**config.mk**
```make
export PLATFORM = sky130hd
export DESIGN_NAME = oli_cell
export DESIGN_NICKNAME = d
export VERILOG_FILES = /design/src/hdl/oli_pkg.sv /design/src/hdl/oli_cell.sv
export SDC_FILE = /design/constraint.sdc
export NUM_CORES = 1
export LEC_CHECK = 0
export ABC_CLOCK_PERIOD_IN_PS = 2800
export BUFFER_PORTS_ARGS = -buffer_cell sky130_fd_sc_hd__buf_2
export CAP_MARGIN = 20
export CORE_MARGIN = 5
export CORE_UTILIZATION = 38
export CTS_CLUSTER_DIAMETER = 80
export DETAILED_ROUTE_END_ITERATION = 10
export HOLD_SLACK_MARGIN = 0.12
export PLACE_DENSITY = 0.79
export SYNTH_ARGS = -nofsm -noshare
export SYNTH_HDL_FRONTEND = slang
export SYNTH_SLANG_ARGS = --single-unit
```
**constraint.sdc**
```tcl
create_clock -name clk -period 2.8 [get_ports clk]
set_input_delay 0.14 -clock clk [delete_from_list [all_inputs] [get_ports clk]]
set_output_delay 0.14 -clock clk [all_outputs]
set_load 0.1 [all_outputs]
```
**src/hdl/oli_pkg.sv**
```systemverilog
// ----------------------------------------------------------------------------
// oli_pkg
// Types and fixed field widths of the ordered list insert/delete block.
// ----------------------------------------------------------------------------
package oli_pkg;

    // Fixed widths of the transfer fields
    localparam int OP_W     = 3;
    localparam int POS_W    = 6;
    localparam int VAL_W    = 32;
    localparam int STAT_W   = 2;
    localparam int HELD_W   = 7;

    typedef enum logic [OP_W-1:0] {
        OP_APPEND     = 3'd0,
        OP_INS_BEFORE = 3'd1,
        OP_INS_AFTER  = 3'd2,
        OP_DEL_AT     = 3'd3,
        OP_DEL_VALUE  = 3'd4,
        OP_GET        = 3'd5,
        OP_SET        = 3'd6,
        OP_CLEAR      = 3'd7
    } op_t;

    typedef enum logic [STAT_W-1:0] {
        STAT_OK      = 2'd0,
        STAT_FULL    = 2'd1,
        STAT_RANGE   = 2'd2,
        STAT_MISSING = 2'd3
    } status_t;

    typedef enum logic {
        S_IDLE = 1'b0,
        S_SCAN = 1'b1
    } state_t;

    // Operation broadcast to every cell of the chain
    typedef enum logic [1:0] {
        CELL_HOLD   = 2'd0,
        CELL_INSERT = 2'd1,
        CELL_REMOVE = 2'd2,
        CELL_WRITE  = 2'd3
    } cell_op_t;

    typedef struct packed {
        cell_op_t kind;
        logic     scan_en;
    } cell_ctl_t;

endpackage

```
**src/hdl/oli_cell.sv**
```systemverilog
// ----------------------------------------------------------------------------
// oli_cell
// One slot of the ordered list: holds a word, shifts it to or from its
// neighbors on a broadcast insert or remove, and reports probe hits.
// ----------------------------------------------------------------------------
module oli_cell
    import oli_pkg::*;
#(
    parameter int WORD_WIDTH = 32,
    parameter int IDX_W      = 7,
    parameter int INDEX      = 0
)
(
    input  logic                  clk,
    input  cell_ctl_t             ctl,
    input  logic [IDX_W-1:0]      where_idx,
    input  logic [IDX_W-1:0]      probe_idx,
    input  logic [WORD_WIDTH-1:0] new_word,
    input  logic [WORD_WIDTH-1:0] lower_word,
    input  logic [WORD_WIDTH-1:0] upper_word,
    output logic [WORD_WIDTH-1:0] entry,
    output logic                  hit,
    output logic [WORD_WIDTH-1:0] probe_word
);

    localparam logic [IDX_W-1:0] SELF = IDX_W'(INDEX);

    logic [WORD_WIDTH-1:0] entry_reg;
    logic [WORD_WIDTH-1:0] entry_next;
    logic                  probe_sel;

    // Pick the next word from the broadcast operation
    always_comb
    begin
        entry_next = entry_reg;
        unique case (ctl.kind)
            CELL_HOLD:
            begin
                entry_next = entry_reg;
            end
            CELL_INSERT:
            begin
                if (SELF == where_idx)
                begin
                    entry_next = new_word;
                end
                else if (SELF > where_idx)
                begin
                    entry_next = lower_word;
                end
            end
            CELL_REMOVE:
            begin
                if (SELF >= where_idx)
                begin
                    entry_next = upper_word;
                end
            end
            CELL_WRITE:
            begin
                if (SELF == where_idx)
                begin
                    entry_next = new_word;
                end
            end
            default:
            begin
                entry_next = entry_reg;
            end
        endcase
    end

    // Hold the word
    always_ff @(posedge clk)
    begin
        entry_reg <= entry_next;
    end

    // Report the word and a key match when probed
    assign probe_sel  = (SELF == probe_idx);
    assign hit        = ctl.scan_en && probe_sel && (entry_reg == new_word);
    assign probe_word = probe_sel ? entry_reg : '0;
    assign entry      = entry_reg;

endmodule

```
==> results of run 1 <==
==> how the worst min path moves through the flow <==
stage	from	to	slack [ps]	cells after the start
after floorplan	new_word[12]	entry[12]$_DFFE_PP_	370	2
after global placement	new_word[12]	entry[12]$_DFFE_PP_	500	3
after detailed placement	lower_word[4]	entry[4]$_DFFE_PP_	510	3
after CTS	lower_word[4]	entry[4]$_DFFE_PP_	220	3
after global routing	lower_word[11]	entry[11]$_DFFE_PP_	230	3
final	lower_word[18]	entry[18]$_DFFE_PP_	230	3
==> cells in the mapped netlist <==
| master | n |
|---|---|
| clkbuf_2 | 3 |
| a21oi_1 | 1 |
| mux2i_1 | 93 |
| clkbuf_1 | 2 |
| buf_2 | 7 |
| nor4_4 | 1 |
| nand4_1 | 2 |
| and2_2 | 21 |
| nand3_1 | 1 |
| nand2_1 | 2 |
| xor2_1 | 31 |
| xnor2_1 | 1 |
| buf_1 | 2 |
| o21ai_0 | 1 |
| edfxtp_1 | 32 |
| a22o_1 | 1 |
| nor4_1 | 8 |
| nor3_1 | 3 |
| nor2_1 | 4 |
| inv_1 | 1 |
| or4_4 | 1 |
| and2_1 | 11 |
==> cells by family after synthesis <==
| group | after synthesis |
|---|---|
| XOR/XNOR | 32 |
| AO/OA/AOI/OAI | 3 |
| flip-flops | 32 |
| AND/OR/NAND/NOR | 54 |
| buffers and inverters | 15 |
| multiplexers | 93 |
==> power by group <==
part           switching (mW)  leakage [nW]  internal, mW
clock                   0.164        0.0399         0.173
combinational           0.142          1.84         0.134
sequential            0.00209         0.288         0.536
total                   0.309          2.17         0.843
==> layer usage <==
metal | share of wire (%) | vias to the layer above | routed length [um] | global-route usage [%]
met3 | 7.2 | 10 | 640 | 5.310
li1 | - | 1187 | - | -
met1 | 39 | 1167 | 3425 | 22.93
met5 | 0 | - | 0 | 0
met2 | 53 | 110 | 4655 | 35.99
met4 | 1.3 | 0 | 114 | 4.884
==> critical path, cell delays in order <==
cell,delay [ps]
buf_2,100
or4_4,530
nor4_4,130
buf_4,330
nand4_1,220
nor3_4,290
buf_12,210
==> layout make-up <==
class / count / area (um2)
clock buffers: 7 / 76.32
clock inverters: 1 / 3.754
fillers: 542 / 2560
inverters: 1 / 3.754
multi-input cells: 182 / 1615
flip-flops and latches: 32 / 960.9
well taps: 80 / 100.1
repair buffers: 183 / 1436
==> placed cells by master, fill, tap and decap left out <==
master	instances
buf_4	4
nor2_4	1
edfxtp_1	32
inv_1	1
a22o_1	1
clkinv_1	1
buf_12	34
nor4_1	8
clkbuf_1	2
mux2i_1	93
a21oi_1	1
or4_4	1
and2_2	21
nand2_2	1
nor3_1	2
nor2_1	3
xnor2_1	1
clkbuf_8	5
nor4_4	1
o21ai_0	1
buf_2	145
xor2_1	31
and2_1	11
nor3_4	1
nand3_1	1
nand4_1	2
nand2_1	1
==> key figures, run 1 <==
Run status
  • Status: finished, final reports clean

Cells and area
  • Non-filler cells, final: 486
  • Nets: 519
  • Fin area: 4197 um2
  • P&R area growth vs syn: 59.94%
  • Layout cells sized above 1: 52.71%
  • Max reg flops: 32
  • Core Util, Final: 62.11%
  • Antenna diode count: 0

Placement
  • Dpl cells: 478
  • Gp weighted congestion: 0.7950
  • Pre-CTS setup slack: 672.8 ps
  • Post-DP HPWL: 7.091 mm
  • DP Area: 4116 um2
  • IO buf count: 178

Yosys
  • Seq cells post-synth: 32
  • Synth Instances: 229
  • Area share of the largest cell type after synthesis: 36.62%
  • Synth Area in Simple Gates: 13.88%
  • Synthesized Nets: 343
  • Post-synthesis adder-cell area fraction: 0%
  • Post-synthesis sequential area ratio: 36.62%
  • XOR/XNOR Fraction of Synth Area: 10.68%
  • Largest family of logic cells by synthesized area: multiplexers
  • Mux cell area share after synthesis: 35.48%
  • Yosys top cell by area: edfxtp_1
  • Largest cells by area after synthesis: edfxtp_1 (37%), mux2i_1 (35%), xor2_1 (10%)
  • Mapped Avg Cell Area: 11.46 um2
  • Number of library cell types mapped by synthesis: 22
  • Post-synthesis cell area: 2624 um2
  • YS warnings: 0
  • Compound-gate portion of the synthesized area: 0.7153%

Global route
  • Largest net degree at the start of global routing: 34
  • Vias in the first global route: 2648
  • First-pass GRT wire length: 13.40 mm
  • Total GRT Usage: 19.79%
  • Remaining Overflow, GRT: 0
  • Initial antenna violation count: 0

Critical path
  • Setup CP Type: in2out
  • CP endpoint: hit
  • Element type at the critical path end: output pin
  • Worst Path Required: 2660 ps
  • Startpoint Class: input pin
  • CP max FO: 33
  • Setup crit start: probe_idx[2]
  • Arrival @ worst endpoint: 1970 ps

Drt
  • Final ANT Viol Nets: 0
  • Wire length per cell: 18.18 um
  • Vias: 2474
  • DRC viols: 0
  • Via-to-Cell Ratio: 5.091
  • Number of DRC markers in iteration 0: 40
  • Routed wire length: 8.836 mm
  • Iteration count of the initial detailed-routing pass: 4

Clock network
  • Reg clk slew, reported paths: 70 ps
  • Hold_buf cts: 0
  • # resized after CTS: 0
  • CTS tree: built
  • Max Root-Sink Buffers: 2
  • Num CTS Buffers: 5
  • CTS Sinks: 32
  • Post-CTS setup buffer count: 0
  • Clock Root Buffer: clkbuf_8
  • Max H-tree Level: 2

Floorplanning
  • I/O pin total: 179
  • Die height: 93.10 um
  • Placement Rows: 30
  • Area of the core: 6756 um2
  • Initial Utilization: 38.83%
  • Die area: 8667 um2
  • DIE WIDTH: 93.10 um

Power
  • Power, Total: 1.152 mW
  • Pwr/cell area: 274.4 nW/um2
  • VDD IR max: 0.1896 mV
  • P_leak: 2.172 nW

Timing
  • RSZ-0062 raised after global routing: false
  • Highest Clock Rate: 474.4 MHz
  • WHS: 233.0 ps
  • Setup slack after layout: 692.2 ps
  • Slew @ Worst Pin: 590.5 ps
  • Final Max Slew Viols: 0
  • Final period utilization: 75.28%
  • Final Hold Vio Count: 0
  • Tmin final: 2108 ps
  • Final TNS setup: 0 ps
  • Max_slew headroom: 60.63%
  • Final setup viols: 0

Flow run
  • Max-cap violations: 0

Min path
  • Hold Path Class: in2reg
Note: power is estimated with default switching activity, not from simulation.
==> run 2, diff against run 1 <==
ABC_AREA = 1   (was not set)
ABC_CLOCK_PERIOD_IN_PS = 2200   (was 2800)
CORE_UTILIZATION = 44   (was 38)
PLACE_DENSITY = 0.84   (was 0.79)
clock period = 2.2 ns   (was 2.8 ns; I/O delays follow)
==> key figures, run 2 <==
Run status
  • Status: finished, final reports clean

Global route
  • Remaining Overflow, GRT: 0 (unchanged)
  • Total GRT Usage: 24.83% (+5.0 points)
  • Largest net degree at the start of global routing: 41 (+21%)
  • First-pass GRT wire length: 16.79 mm (+25%)
  • Initial antenna violation count: 0 (unchanged)
  • Vias in the first global route: 3469 (+31%)

Drt
  • Via-to-Cell Ratio: 5.316 (+4.4%)
  • DRC viols: 0 (unchanged)
  • Number of DRC markers in iteration 0: 218 (+450%)
  • Wire length per cell: 15.56 um (-14%)
  • Final ANT Viol Nets: 0 (unchanged)
  • Iteration count of the initial detailed-routing pass: 7 (+3)
  • Vias: 3647 (+47%)
  • Routed wire length: 10.68 mm (+21%)

Cells and area
  • Commonest non-fill, non-tap cell in the layout: buf_2
  • Layout cells sized above 1: 37.44% (-15 points)
  • Antenna diode count: 0 (unchanged)
  • Core Util, Final: 62.21% (+0.097 points)
  • Max reg flops: 32 (unchanged)
  • # fillers: 600 (+11%)
  • Nets: 723 (+39%)
  • P&R area growth vs syn: 38.53%
  • Commonest non-fill, non-tap cells in the layout: buf_2 (178), nand2_1 (117), nand3_1 (98)
  • Non-filler cells, final: 686 (+41%)

Critical path
  • CP max stage cell: buf_2
  • Arrival @ worst endpoint: 1770 ps (-200 ps)
  • CP cell instances: inv_1 > nand2_1 > o21ai_1 > nor2_1 > nand2_1 > nor2_1 > nand3_1 > nor2_2 > buf_2
  • Element type at the critical path end: output pin
  • Startpoint Class: flip-flop
  • Worst Path Required: 2090 ps (-570 ps)
  • Worst path max stage delay: 430 ps (-100 ps)
  • Setup CP Type: reg2out
  • CP max FO: 3 (-91%)

Timing
  • WHS: 134.8 ps (-98.22 ps)
  • Final Hold Vio Count: 0 (unchanged)
  • Slew @ Worst Pin: 945.3 ps (+354.8 ps)
  • Final TNS setup: 0 ps (unchanged)
  • Final Max Slew Viols: 0 (unchanged)
  • Highest Clock Rate: 531.2 MHz
  • Tmin final: 1883 ps
  • Setup slack after layout: 317.4 ps (-374.8 ps)
  • Final setup viols: 0 (unchanged)
  • RSZ-0062 raised after global routing: false
  • Final period utilization: 85.57%
  • Max_slew headroom: 36.89% (-24 points)

Yosys
  • Number of synthesized flops with an enable pin: 32 (unchanged)
  • Post-synthesis sequential area ratio: 34.09% (-2.5 points)
  • Number of library cell types mapped by synthesis: 17 (-23%)
  • Yosys top cell by area: edfxtp_1
  • Ys async rst share: 0% (unchanged)
  • YS warnings: 0 (unchanged)
  • Most frequent cell after synthesis: nand2_1
  • Synth cell count leaders: nand2_1 (117), nand3_1 (98), inv_1 (66)
  • Area share of the largest cell type after synthesis: 34.09% (-2.5 points)
  • Synth Instances: 444 (+94%)
  • Post-synthesis cell area: 2819 um2 (+7.4%)
  • Synthesized Nets: 558 (+63%)
  • Largest cells by area after synthesis: edfxtp_1 (34%), nand3_1 (17%), nand2_1 (16%)
  • Seq cells post-synth: 32 (unchanged)
  • Mapped Avg Cell Area: 6.349 um2 (-45%)
  • Most used DFF post-synth: edfxtp_1

Clock network
  • Post-CTS setup buffer count: 0 (unchanged)
  • CTS Sinks: 32 (unchanged)
  • Num CTS Buffers: 5 (unchanged)
  • Hold_buf cts: 0 (unchanged)
  • Clock Root Buffer: clkbuf_8
  • Max Root-Sink Buffers: 2 (unchanged)
  • # resized after CTS: 0 (unchanged)
  • Max H-tree Level: 2 (unchanged)
  • CTS tree: built
  • Reg clk slew, reported paths: 70 ps (about the same)

Floorplanning
  • Die height: 90.04 um (-3.3%)
  • DIE WIDTH: 90.04 um (-3.3%)
  • Initial Utilization: 44.91% (+6.1 points)
  • I/O pin total: 179 (unchanged)
  • Area of the core: 6277 um2 (-7.1%)
  • Die area: 8107 um2 (-6.5%)
  • Placement Rows: 29 (-3.3%)

Power
  • Pwr/cell area: 381.4 nW/um2 (+39%)
  • VDD IR max: 0.2300 mV (+21%)
  • P_leak: 2.082 nW (-4.2%)

Placement
  • Gp weighted congestion: 0.8458 (+6.4%)
  • Pre-CTS setup slack: 459.9 ps (-212.9 ps)
  • Dpl cells: 678 (+42%)
  • IO buf count: 178 (unchanged)
  • Post-DP HPWL: 8.064 mm (+14%)

Min path
  • Hold Path Class: in2reg

Flow run
  • Max-cap violations: 0 (unchanged)
run 2: changes by cell type after synthesis, moves of 4 or more:
cell      before  now
nand2_1        2  117
nand3_1        1   98
mux2i_1       93    0
inv_1          1   66
nor2_1         4   58
o211ai_1       0   32
xor2_1        31    2
and2_2        21    0
clkbuf_1       2   18
and2_1        11    0
nor4_1         8    0
buf_2          7    3
run 2: area by class of cell:
| type | instances | area, um2 | share of cell area (%) |
|---|---|---|---|
| multi-input combinational | 316 | 1549 | 39.67 |
| timing repair buffer | 185 | 963.4 | 24.67 |
| sequential | 32 | 960.9 | 24.61 |
| inverter | 69 | 259.0 | 6.632 |
| tap | 77 | 96.34 | 2.467 |
| clock buffer | 5 | 68.82 | 1.762 |
| clock inverter | 2 | 7.507 | 0.1922 |
run 2: worst max-delay path: cells and delay by family, from the launching register on:
family	cells	cell delay [ps]
AND/OR/NAND/NOR	6	540
buffers and inverters	2	520
flip-flops	1	360
AO/OA/AOI/OAI	1	60
run 2: logic make-up (layout without fill, tap and decap cells):
logic type / after synthesis / in the layout / share of synthesized area, %
compound gates: 35 / 35 / 9.143
flops: 32 / 32 / 34.09
buf+inv: 96 / 261 / 14.11
simple gates: 279 / 279 / 42.03
xor+xnor: 2 / 2 / 0.6215
run 2: path summary, 6_finish.rpt:
kind | endpoint | slack [ps] | depth (start not counted) | startpoint
worst max-delay path | hit | 320 | 9 | entry[30]$_DFFE_PP_
worst min-delay path | entry[21]$_DFFE_PP_ | 130 | 3 | upper_word[21]
run 2: stage by stage:
stage          cell area, um2  total power [mW]
6_report                 3905             1.489
5_1_grt                  3905             1.553
4_1_cts                  3890             1.488
3_5_place_dp             3814             1.059
3_3_place_gp             3814             1.050
2_1_floorplan            2902            0.8960
run 2: layer usage:
metal	routed length [um]	track usage, %	part of all wire (%)	vias to the layer above
li1	-	-	-	1777
met1	4247	31.22	40	1673
met2	5279	42.01	49	175
met3	899	6.093	8.4	22
met4	250	7.320	2.3	0
met5	0	0	0	-
run 2: report_power, final:
part	internal [mW]	leakage, nW	total (mW)	switching, mW
Sequential	0.682	0.276	0.684	0.00246
Clock	0.209	0.0391	0.437	0.228
Combinational	0.147	1.77	0.368	0.221
